[config.mk]
export PLATFORM = sky130hd
export DESIGN_NAME = keyword_number_command_parser
export DESIGN_NICKNAME = d
export VERILOG_FILES = /design/src/hw/rtl/kncp_pkg.sv /design/src/hw/rtl/kncp_convert.sv /design/src/hw/rtl/keyword_number_command_parser.sv
export SDC_FILE = /design/constraint.sdc
export NUM_CORES = 1
export LEC_CHECK = 0
export CORE_MARGIN = 10
export CORE_UTILIZATION = 60
export DETAILED_ROUTE_END_ITERATION = 16
export DONT_BUFFER_PORTS = 1
export PLACE_DENSITY = 0.78
export SYNTH_ARGS = -nofsm -noshare
export SYNTH_HDL_FRONTEND = slang
export SYNTH_SLANG_ARGS = --single-unit
[constraint.sdc]
create_clock -name clock -period 2.6 [get_ports clock]
set_clock_uncertainty 0.1 [all_clocks]
set_input_delay 0.39 -clock clock [delete_from_list [all_inputs] [get_ports clock]]
set_output_delay 0.39 -clock clock [all_outputs]
set_load 0.005 [all_outputs]
[src/hw/rtl/kncp_pkg.sv]
// Shared constants, types and helpers of the keyword and number command parser.
package kncp_pkg;

   localparam int KEYWORD_LEN = 6;
   localparam int KW_BYTES    = 6;
   localparam int KW_WIDTH    = 8 * KW_BYTES;
   localparam int POS_WIDTH   = 3;

   localparam logic [KW_WIDTH-1:0] KEYWORD_RESET = 48'h2052_4544_4146;

   typedef enum logic [1:0] {
      PH_LISTEN  = 2'b01,
      PH_CAPTURE = 2'b10
   } phase_type;

   // Keyword byte at a match position; positions past the register read as zero.
   function automatic logic [7:0] keyword_byte(logic [KW_WIDTH-1:0] kw,
                                               logic [POS_WIDTH-1:0] pos);
      logic [7:0] b;
      b = 8'h00;
      if (int'(pos) < KW_BYTES) begin
         b = kw[{pos, 3'b000} +: 8];
      end
      return b;
   endfunction

endpackage

[src/hw/rtl/kncp_convert.sv]
// Two-character decimal conversion with leading blanks and an optional sign.
module kncp_convert (
   input  logic [7:0]        first_char,
   input  logic [7:0]        second_char,
   output logic signed [7:0] level
);

   function automatic logic is_blank(logic [7:0] c);
      return (c == 8'h20) || ((c >= 8'h09) && (c <= 8'h0D));
   endfunction

   function automatic logic is_digit(logic [7:0] c);
      return (c >= 8'h30) && (c <= 8'h39);
   endfunction

   logic [3:0] d0;
   logic [3:0] d1;
   logic [7:0] d0_x10;
   logic [7:0] pair;
   logic [7:0] single;

   assign d0     = 4'(first_char - 8'h30);
   assign d1     = 4'(second_char - 8'h30);
   assign d0_x10 = {1'b0, d0, 3'b000} + {3'b000, d0, 1'b0};
   assign pair   = d0_x10 + {4'h0, d1};
   assign single = {4'h0, d1};

   always_comb begin
      level = 8'sd0;
      if (is_blank(first_char)) begin
         // A second blank or a lone sign both leave nothing to convert.
         if (is_digit(second_char)) begin
            level = signed'(single);
         end
      end else if ((first_char == 8'h2B) || (first_char == 8'h2D)) begin
         if (is_digit(second_char)) begin
            level = (first_char == 8'h2D) ? signed'(8'h00 - single) : signed'(single);
         end
      end else if (is_digit(first_char)) begin
         if (is_digit(second_char)) begin
            level = signed'(pair);
         end else begin
            level = signed'({4'h0, d0});
         end
      end
   end

endmodule

[src/hw/rtl/keyword_number_command_parser.sv]
// An accepted byte is held in the input register ahead of the parse stage; a level is
// presented in the cycle after the second number byte is parsed.
// Throughput: one byte per cycle, set by the compare-and-convert stage behind the input
// register, while the output register does not hold an untaken level, which stalls input.
// Reset (synchronous, active high) empties both registers, returns to keyword
// listening at match position zero and loads the keyword register with "FADER ".
module keyword_number_command_parser (
   input  logic                          clock,
   input  logic                          reset,
   input  logic                          req_tvalid,
   output logic                          req_tready,
   input  logic [7:0]                    req_tdata,   // [7:0] rx_byte
   output logic                          rsp_tvalid,
   input  logic                          rsp_tready,
   output logic signed [7:0]             rsp_tdata,   // [7:0] level
   input  logic                          csr_wr_en,
   input  logic [kncp_pkg::KW_WIDTH-1:0] csr_wr_data
);

   logic [kncp_pkg::KW_WIDTH-1:0]  keyword_ff;
   logic                           s1_valid_ff;
   logic [7:0]                     s1_byte_ff;
   kncp_pkg::phase_type            phase_ff, phase_in;
   logic [kncp_pkg::POS_WIDTH-1:0] match_pos_ff, match_pos_in;
   logic                           char_count_ff, char_count_in;
   logic [7:0]                     first_char_ff;
   logic                           rsp_valid_ff, rsp_valid_in;
   logic signed [7:0]              rsp_level_ff;

   logic                           advance;
   logic                           load_result;
   logic                           byte_hit;
   logic [kncp_pkg::POS_WIDTH:0]   pos_next;
   logic signed [7:0]              level;

   assign advance     = s1_valid_ff && (!rsp_valid_ff || rsp_tready);
   assign req_tready  = !s1_valid_ff || advance;
   assign load_result = advance && (phase_ff == kncp_pkg::PH_CAPTURE) && char_count_ff;
   assign byte_hit    = (s1_byte_ff == kncp_pkg::keyword_byte(keyword_ff, match_pos_ff));
   assign pos_next    = {1'b0, match_pos_ff} + 1'b1;

   kncp_convert u_convert (
      .first_char  (first_char_ff),
      .second_char (s1_byte_ff),
      .level       (level)
   );

   always_comb begin
      phase_in      = phase_ff;
      match_pos_in  = match_pos_ff;
      char_count_in = char_count_ff;
      if (advance) begin
         case (phase_ff)
            kncp_pkg::PH_LISTEN: begin
               if (!byte_hit) begin
                  match_pos_in = '0;
               end else if (pos_next >= (kncp_pkg::POS_WIDTH+1)'(kncp_pkg::KEYWORD_LEN)) begin
                  match_pos_in  = '0;
                  phase_in      = kncp_pkg::PH_CAPTURE;
                  char_count_in = 1'b0;
               end else begin
                  match_pos_in = pos_next[kncp_pkg::POS_WIDTH-1:0];
               end
            end
            kncp_pkg::PH_CAPTURE: begin
               if (!char_count_ff) begin
                  char_count_in = 1'b1;
               end else begin
                  char_count_in = 1'b0;
                  match_pos_in  = '0;
                  phase_in      = kncp_pkg::PH_LISTEN;
               end
            end
            default: begin
               phase_in      = kncp_pkg::PH_LISTEN;
               match_pos_in  = '0;
               char_count_in = 1'b0;
            end
         endcase
      end
   end

   always_comb begin
      if (load_result) begin
         rsp_valid_in = 1'b1;
      end else if (rsp_tready) begin
         rsp_valid_in = 1'b0;
      end else begin
         rsp_valid_in = rsp_valid_ff;
      end
   end

   always_ff @(posedge clock) begin
      if (reset) begin
         keyword_ff    <= kncp_pkg::KEYWORD_RESET;
         s1_valid_ff   <= 1'b0;
         phase_ff      <= kncp_pkg::PH_LISTEN;
         match_pos_ff  <= '0;
         char_count_ff <= 1'b0;
         rsp_valid_ff  <= 1'b0;
      end else begin
         if (csr_wr_en) begin
            keyword_ff <= csr_wr_data;
         end
         if (req_tready) begin
            s1_valid_ff <= req_tvalid;
         end
         phase_ff      <= phase_in;
         match_pos_ff  <= match_pos_in;
         char_count_ff <= char_count_in;
         rsp_valid_ff  <= rsp_valid_in;
      end
   end

   always_ff @(posedge clock) begin
      if (req_tready && req_tvalid) begin
         s1_byte_ff <= req_tdata;
      end
      if (advance && (phase_ff == kncp_pkg::PH_CAPTURE) && !char_count_ff) begin
         first_char_ff <= s1_byte_ff;
      end
      if (load_result) begin
         rsp_level_ff <= level;
      end
   end

   assign rsp_tvalid = rsp_valid_ff;
   assign rsp_tdata  = rsp_level_ff;

`ifndef SYNTHESIS
   // The capture counter only runs while the number is being captured.
   assert property (@(posedge clock) disable iff (reset)
      (phase_ff == kncp_pkg::PH_LISTEN) |-> !char_count_ff)
      else $error("capture count set while listening for the keyword");

   // The match position never reaches the keyword length.
   assert property (@(posedge clock) disable iff (reset)
      int'(match_pos_ff) < kncp_pkg::KEYWORD_LEN)
      else $error("match position out of range");

   // A result goes back to listening from position zero.
   assert property (@(posedge clock) disable iff (reset)
      load_result |=> (phase_ff == kncp_pkg::PH_LISTEN) && (match_pos_ff == '0))
      else $error("parser did not return to listening after a result");

   // A new level is only loaded into a free or draining output register.
   assert property (@(posedge clock) disable iff (reset)
      load_result |-> (!rsp_valid_ff || rsp_tready))
      else $error("untaken level overwritten");

   // Every newly valid result comes from a second captured byte.
   assert property (@(posedge clock) disable iff (reset)
      ($rose(rsp_valid_ff) && !$past(reset)) |-> $past(load_result))
      else $error("result produced without a second number byte");
`endif

endmodule
# Yosys cells after proc, flatten, opt, wreduce, memory -nomap -nowiden
# Index checks and enable logic that the tools add are counted.
# Widths: inputs -> output; s select.
# classes
eq_ne,9
mux,22
n_lt_le_gt_ge,8
n_shift,1
addsub,6
n_reduce_logical,19
# op_table
cell,count
$mux 8,7
$shiftx 48x7->8,1
$eq 8x6->1 const B,3
$ge 8x6->1 const B,2
$le 8x6->1 const B,2
$mux 3,3
$add 7x5->8,1
$add 8x4->8,1
$eq 8x8->1,1
$ge 8x4->1 const B,1
$le 8x4->1 const B,1
$logic_and 1x1->1,8
$sub 4x1->4 const B,2
$mux 2,3
$ne 2x2->1 const B,3
$pmux 3 s2,1
$mux 1,5
$sub 1x4->5 const A,1
$add 3x1->4 const B,1
$ge 4x3->1 const B,1
$logic_or 1x1->1,4
$mux 4,1
$pmux 2 s2,1
$reduce_and 4->1,1
other kinds (8),10
# totals
elab_cells,74
ff_bits,80
input_bits,61
out_inout_bits,10

# Logic depth before layout (Yosys ltp)
# Gate-level depths: netlist (run 1).
# logic_depth
depth_word,7
depth_mapped,10
ltp_nobuf,9

# Modules after synthesis
# Synthesis (run 1) repeated with hierarchy kept, for this count alone.
# unflattened
hier_cells,406
area_unflattened_um2,4146.5
# by_module_without_submodules
mod,cells_per_inst,n_inst,seq_area_each_um2,area_per_inst_um2
keyword_number_command_parser,320,1,1841.8,3504.6
kncp_convert,86,1,0.0,641.9

# Worst setup path after synthesis (run 1)
# OpenSTA, ideal clock, no wires.
# synth_timing
kind,reg-to-reg
start,register s1_byte_ff[1]
end,"register rsp_level_ff[3] (netlist: rsp_tdata[3]), data pin"
setup_ns,0.255
path_slack_ns,0.225
path_stages_with_launch,11
t_required_ns,2.245
synth_period_minus_slack_ns,2.375
arrival_time_ns,2.020
n_path_buf,2
cell_sequence,edfxtp_1 > clkbuf_1 > inv_1 > ha_1 > o21bai_1 > a2111oi_2 > buf_2 > nand2_1 > o21ai_1 > o22ai_1 > a31o_1
# synth_between
elab_chain_len,6
elab_cells_between_ends,13
classes_between,add/sub: 3; order compare: 2; mux: 7; reduce/logical: 1
# synth_rtl
item,line_no,source
"start, declared",keyword_number_command_parser.sv:22,logic [7:0] s1_byte_ff;
"start signal, assigned",keyword_number_command_parser.sv:117,s1_byte_ff <= req_tdata;
"$sub 4x1->4, or another cell as far along",kncp_convert.sv:23,assign d1 = 4'(second_char - 8'h30);
"$add 8x4->8, or another cell as far along",kncp_convert.sv:25,"assign pair = d0_x10 + {4'h0, d1};"
$mux 8 (on tied branches),"kncp_convert.sv:40, kncp_convert.sv:37",
$mux 8 (on tied branches),"kncp_convert.sv:39, kncp_convert.sv:36",
$mux 8,kncp_convert.sv:35,end else if ((first_char == 8'h2B) || (first_char == 8'h2D)) begin
$mux 8 *,kncp_convert.sv:30,if (is_blank(first_char)) begin
via level[3],keyword_number_command_parser.sv:34,logic signed [7:0] level;
"end signal, assigned",keyword_number_command_parser.sv:123,rsp_level_ff <= level;
"end, declared",keyword_number_command_parser.sv:28,logic signed [7:0] rsp_level_ff;
# The timed path passes the listed nets; every way through them passes the cells marked *.
# A chain may end at the register's enable or synchronous reset.

# Worst setup path after layout (run 1)
# layout_timing
start,register first_char_ff[0]
end,"register rsp_level_ff[3] (netlist: rsp_tdata[3]), data pin"
# layout_between
elab_chain_len,7
elab_cells_between_ends,20
classes_between,add/sub: 3; order compare: 4; eq/ne: 3; mux: 6; reduce/logical: 4
# layout_rtl
item,line_no,source
"start, declared",keyword_number_command_parser.sv:26,logic [7:0] first_char_ff;
"start signal, assigned",keyword_number_command_parser.sv:120,first_char_ff <= s1_byte_ff;
$sub 4x1->4,kncp_convert.sv:22,assign d0 = 4'(first_char - 8'h30);
$add 7x5->8,kncp_convert.sv:24,"assign d0_x10 = {1'b0, d0, 3'b000} + {3'b000, d0, 1'b0};"
$add 8x4->8,kncp_convert.sv:25,
$mux 8,kncp_convert.sv:40,if (is_digit(second_char)) begin
$mux 8,kncp_convert.sv:39,end else if (is_digit(first_char)) begin
$mux 8,kncp_convert.sv:35,
$mux 8 *,kncp_convert.sv:30,
via level[3],keyword_number_command_parser.sv:34,
# Marked as above.

==> results of run 1 <==
-- through the flow --
stage	cells	hold WS (ns)	setup slack (ns)
after floorplan	402	0.3544	0.2251
after global placement	467	0.3665	0.1904
after detailed placement	467	0.3665	0.1371
after CTS	484	0.001543	0.1148
after global routing	485	0.004411	0.08387
final	485	0.01962	0.2180
-- flip-flops by register name, summed over array words and instances (netlist names) --
register       flops
keyword_ff        48
first_char_ff      8
match_pos_ff       3
char_count_ff      1
rsp_tdata          8
s1_valid_ff        1
rsp_tvalid         1
s1_byte_ff         8
phase_ff           2
-- cell usage in the layout (no fill, tap or decap), types with 2 or more instances in the layout --
cell type,n
nand2b_1,2
nand4b_1,2
ha_1,12
nand2_1,16
fa_1,2
nor2_1,44
buf_4,9
a22oi_1,4
o21a_1,8
nor2b_1,17
nor3_1,20
bufinv_16,2
o21ai_0,2
dfxtp_1,55
edfxtp_1,24
o21ai_1,7
inv_2,2
mux2i_1,60
xor2_1,2
clkbuf_8,10
a31o_1,3
a21o_1,3
nand4_1,2
xnor2_1,20
inv_1,13
nor4_1,2
a211o_1,14
o22ai_1,16
a21oi_1,8
-- timing repair --
item                                   4_1_cts  5_1_grt
resized for setup                            0        1
buffers inserted                             0        0
setup endpoints to repair                    0        6
hold buffers                                 1        1
endpoints found under the hold margin       38        4
-- logic make-up after synthesis --
logic type | share of synthesized area [%]
compound gates | 12.94
flops | 45.04
simple gates | 13.56
xor+xnor | 4.712
fa+ha+maj | 4.651
mux | 14.69
buf+inv | 4.406
-- worst register-to-register path, delay by kind of cell (launching register included) --
family	cells	cell delay [ns]
compound gates	3	0.34
simple gates	1	0.04
fa+ha+maj	2	1.10
buf+inv	1	0.07
flops	1	0.49
-- per-layer routing --
layer | track usage [%] | part of all wire [%] | routed length [µm]
met5 | 0 | 0 | 0
met1 | 21.81 | 44 | 3844
met4 | 6.833 | 1.8 | 155
met3 | 8.445 | 10 | 888
met2 | 24.73 | 44 | 3892
-- where the power goes --
group          total, W  leakage, nW  internal (W)  switching (W)
combinational  0.000247        0.892      0.000129       0.000118
clock           0.00103        0.117      0.000570       0.000461
sequential      0.00138        0.668       0.00134      0.0000436
total           0.00266         1.68       0.00204       0.000623
-- area by class of cell --
cell class	count	area [µm²]	share of cell area, %
multi-input cells	283	2067	47.08
clock buffers	10	137.6	3.135
inverters	15	56.30	1.282
repair buffers	11	97.59	2.223
well taps	80	100.1	2.280
clock inverters	6	88.84	2.023
flip-flops and latches	80	1843	41.98
-- Yosys cell counts, types with 2 or more instances --
cell type / instances / area share (%)
a211o_1: 14 / 3.0
a21o_1: 3 / 0.55
a21oi_1: 8 / 0.98
a22oi_1: 4 / 0.73
a31o_1: 3 / 0.64
buf_1: 5 / 0.46
buf_2: 3 / 0.37
buf_6: 2 / 0.55
clkbuf_1: 12 / 1.1
dfxtp_1: 56 / 27
edfxtp_1: 24 / 18
fa_1: 2 / 0.98
ha_1: 12 / 3.7
inv_1: 13 / 1.2
inv_2: 2 / 0.18
mux2i_1: 60 / 15
nand2_1: 16 / 1.5
nand2b_1: 2 / 0.31
nand4_1: 2 / 0.31
nand4b_1: 2 / 0.43
nor2_1: 44 / 4.0
nor2b_1: 17 / 2.6
nor3_1: 20 / 2.4
nor4_1: 2 / 0.31
o21a_1: 8 / 1.5
o21ai_0: 2 / 0.24
o21ai_1: 7 / 0.86
o22ai_1: 16 / 2.4
xnor2_1: 20 / 4.3
xor2_1: 2 / 0.43
-- worst max path at each step --
stage / start / end / slack [ns] / depth (start not counted)
floorplan: s1_byte_ff[1] / rsp_tdata[3] / 0.23 / 10
global placement: match_pos_ff[0] / char_count_ff / 0.19 / 7
detailed placement: match_pos_ff[0] / char_count_ff / 0.14 / 7
CTS: match_pos_ff[0] / char_count_ff / 0.11 / 7
global route: first_char_ff[0] / rsp_tdata[7] / 0.08 / 7
finish: first_char_ff[0] / rsp_tdata[3] / 0.22 / 7
==> flow_summary.yaml, run 1 <==
drt:
  dr.pass1.iters: 4
  wl_per_cell_um: 18.11
  viasPerCell: 5.988
  drtIter0Drc: 169
  ant_nets: 0
  remaining_drc_errors: 0
  postRouteWirelength_um: 8781
  num_vias: 2904
sta:
  period_share_pct: 91.61
  finalSetupTns_ns: 0
  slew_headroom_pct: 52.43
  setup_viol: 0
  fmax_mhz: 419.8
  final_hold_viol_count: 0
  tightest_slew_ns: 0.7071
  rsz0062_at_grt: "false"
  report.final.slew_viol_count: 0
  finalWorstPathRequiredPeriod_ns: 2.382
cts:
  cts_made_buffers: 9
  cts-root-buf: "clkbuf_8"
  cts.sinks: 80
  cts.clk_slew.worst_paths_ns: 0.09
  cts.path.max_buffers: 2
  clkLatencyLatePin_ns: 0.37
  h-tree-depth: 3
  cts_tree: "yes"
yosys:
  syn_nets: 477
  ys_types: 49
  syn_avg_cell_area_um2: 10.17
  synthesis.instances: 402
  synth-seq-area-share_pct: 45.04
  synth_edf_count: 24
  synth_seq_cells: 80
  yosys_warnings: 0
  syn-cell-area_mm2: 0.004089
  async_flop_share_pct: 0
  synth_flop_cell: "dfxtp_1"
global_routing:
  antenna_found_initial: 0
  track_usage_pct: 17.29
  first_global_vias: 2834
  overflow: 0
  grt_max_degree: 63
  grt_pass1_wl_um: 14130
worst_setup_path:
  cp_num_buf_inv: 1
  r2r-start: "first_char_ff[0]"
  slowest_delay_ns: 0.57
  cp_top_family: "adder cells"
  criticalPathCategory: "register to register"
  crit_required_ns: 2.61
  arrival_ns: 2.39
  critical_path.cell_chain: "fa_1, inv_1, fa_1, nand2_1, o21ai_1, o22ai_1, a31o_1"
  cp-end-kind: "register"
  cp_common_cell: "fa_1"
  ff2ff_path_depth: 7
  crit_path_max_fanout: 6
  slowest_stage: "fa_1"
  startpoint_type: "register"
  r2r-end: "rsp_tdata[3]"
  reg2reg_slack_ns: 0.22
floorplanning:
  io-pin-count: 71
  dieArea_mm2: 0.01052
  die_y_um: 102.6
  start_util_pct: 60.86
  rows: 30
  core_area_mm2: 0.006719
  fp.dieW_um: 102.6
placement:
  hpwl_um: 6376
  gp_congestion: 0.9080
  place_area_mm2: 0.004133
  port_buffers: 0
power_and_ir_drop:
  powerDensity_mw_per_mm2: 606.6
  peakVddDrop_mv: 0.5924
  power.leakage_nw: 1.677
  power_w: 0.002663
worst_hold_path:
  hold_class: "input pin to register"
  holdPathStages: 1
  hold_start: "reset"
  whs_endpoint: "keyword_ff[6]"
job:
  cap_violations: 0
final_layout:
  fillers: 536
  diodes: 0
  syn_to_final_growth_pct: 7.375
  nNetsFinal: 475
  drive_gt1_share_pct: 8.148
  fin_util_pct: 65.34
  final_area_mm2: 0.004390
run_status:
  status: "finished clean"
Note: power is estimated with default switching activity, not from simulation.
==> run 2: changes to the inputs <==
CORE_UTILIZATION = 50   (was 60)
PLACE_DENSITY = 0.67   (was 0.78)
SETUP_SLACK_MARGIN = 0.1   (was not set)
==> run 2 against run 1 <==
Effect of this change:
- maximum frequency is 0.30% higher
- critical path depth stayed put
- via count shrank 0.96%
- sequential power about the same
- total power is 2.1% lower
- combinational power hardly changed
- die area up 16%
- first-iteration DRC count up 2.4%
- clock power down 5%
- final cell count grew 4.9%
==> flow_summary.yaml, run 2 (synthesis gave the netlist of run 1 again) <==
cts:
  h-tree-depth: 3
  cts_made_buffers: 9
  cts_tree: "yes"
  cts-root-buf: "clkbuf_8"
  cts.sinks: 80
  clkLatencyLatePin_ns: 0.34
  cts.path.max_buffers: 2
  cts.clk_slew.worst_paths_ns: 0.08
final_layout:
  layout_common_cells: "mux2i_1 (60), dfxtp_1 (55), nor2_1 (44)"
  fin_cells: 509
  diodes: 0
  drive_gt1_share_pct: 8.108
  final_common_cell: "mux2i_1"
  nNetsFinal: 477
  final_area_mm2: 0.004437
  largest_reg_flops: 48
  syn_to_final_growth_pct: 8.507
  fin_util_pct: 56.54
  regMostFlops: "keyword_ff"
drt:
  viasPerCell: 5.650
  wl_per_cell_um: 17.54
  num_vias: 2876
  postRouteWirelength_um: 8930
  dr.pass1.iters: 4
  remaining_drc_errors: 0
  ant_nets: 0
  drtIter0Drc: 173
sta:
  final_hold_viol_count: 0
  period_share_pct: 91.34
  finalSetupTns_ns: 0
  finalWorstPathRequiredPeriod_ns: 2.375
  tightest_slew_ns: 1.130
  hold-worst-slack_ns: 0.03888
  slew_headroom_pct: 24.42
  setup_viol: 0
  fmax_mhz: 421.1
  rsz0062_at_grt: "false"
  report.final.slew_viol_count: 0
worst_setup_path:
  cp_common_cell: "fa_1"
  crit_required_ns: 2.60
  slowest_delay_ns: 0.59
  ff2ff_path_depth: 7
  cp-end-kind: "register"
  reg2reg_slack_ns: 0.23
  slowest_stage: "fa_1"
  startpoint_type: "register"
  arrival_ns: 2.37
  crit_path_max_fanout: 2
  criticalPathCategory: "register to register"
  critical_path.cell_chain: "fa_1, inv_1, fa_1, nand2_1, o21ai_1, o22ai_1, a31o_1"
placement:
  place_area_mm2: 0.004173
  port_buffers: 0
  hpwl_um: 6429
  placedCellCount: 489
  gp_congestion: 0.8844
floorplanning:
  dieArea_mm2: 0.01219
  die_y_um: 110.4
  io-pin-count: 71
  fp.dieW_um: 110.4
  rows: 32
  core_area_mm2: 0.007848
  start_util_pct: 52.10
global_routing:
  antenna_found_initial: 0
  overflow: 0
  grt_max_degree: 63
  first_global_vias: 2728
  track_usage_pct: 14.07
  grt_pass1_wl_um: 14360
power_and_ir_drop:
  powerDensity_mw_per_mm2: 587.8
  peakVddDrop_mv: 0.3623
  power.leakage_nw: 1.678
job:
  cap_violations: 0
run_status:
  status: "finished clean"
worst_hold_path:
  holdPathStages: 0
  hold_class: "input pin to register"
## run 2: cell count changes in the layout (fill, tap and decap cells not counted), sizes merged
cell         delta
dlygate4sd3     +2
bufinv          -1
clkinvlp        +1
inv             -1
clkbuf          +1
## run 2: power by group
| part | internal, W | switching [W] |
|---|---|---|
| logic | 0.000128 | 0.000119 |
| registers | 0.00134 | 0.0000416 |
| clock network | 0.000531 | 0.000448 |
## run 2: metal layers
metal	up-vias	global-route usage [%]	routed length [µm]
li1	1441	-	-
met1	1353	19.03	4332
met2	77	19.64	3772
met3	5	6.429	761
met4	0	3.627	64
met5	-	0	0
## run 2: cell type report
class	count	area, µm²
clock inverters	5	60.06
multi-input cells	283	2067
clock buffers	11	162.7
well taps	102	127.6
fillers	697	3411
flip-flops and latches	80	1846
inverters	15	56.30
repair buffers	13	117.6
## run 2: timing repair
item	CTS	global route
setup endpoints to repair	0	9
hold buffers	3	0
hold endpoints to repair	26	0
buffers inserted	0	1
gates resized for setup	0	2
## run 2: metrics by stage
step	power [W]	setup slack (ns)
after CTS	0.002645	0.1339
after global routing	0.002733	0.1030
after detailed placement	0.001644	0.1502
after floorplan	0.001617	0.2251
after global placement	0.001637	0.1772
final	0.002608	0.2252
## run 2: path summary, 6_finish.rpt
check | startpoint | endpoint
min reg2reg | phase_ff[1] | phase_ff[1]
max | s1_byte_ff[3] | rsp_tdata[3]
max reg2reg | s1_byte_ff[3] | rsp_tdata[3]
min | req_tdata[7] | s1_byte_ff[7]
## run 2: critical path, delay by kind of cell (launching register included)
family / cells / cell delay [ns]
flops: 1 / 0.43
fa+ha+maj: 2 / 1.12
buf+inv: 1 / 0.07
simple gates: 1 / 0.05
compound gates: 3 / 0.37
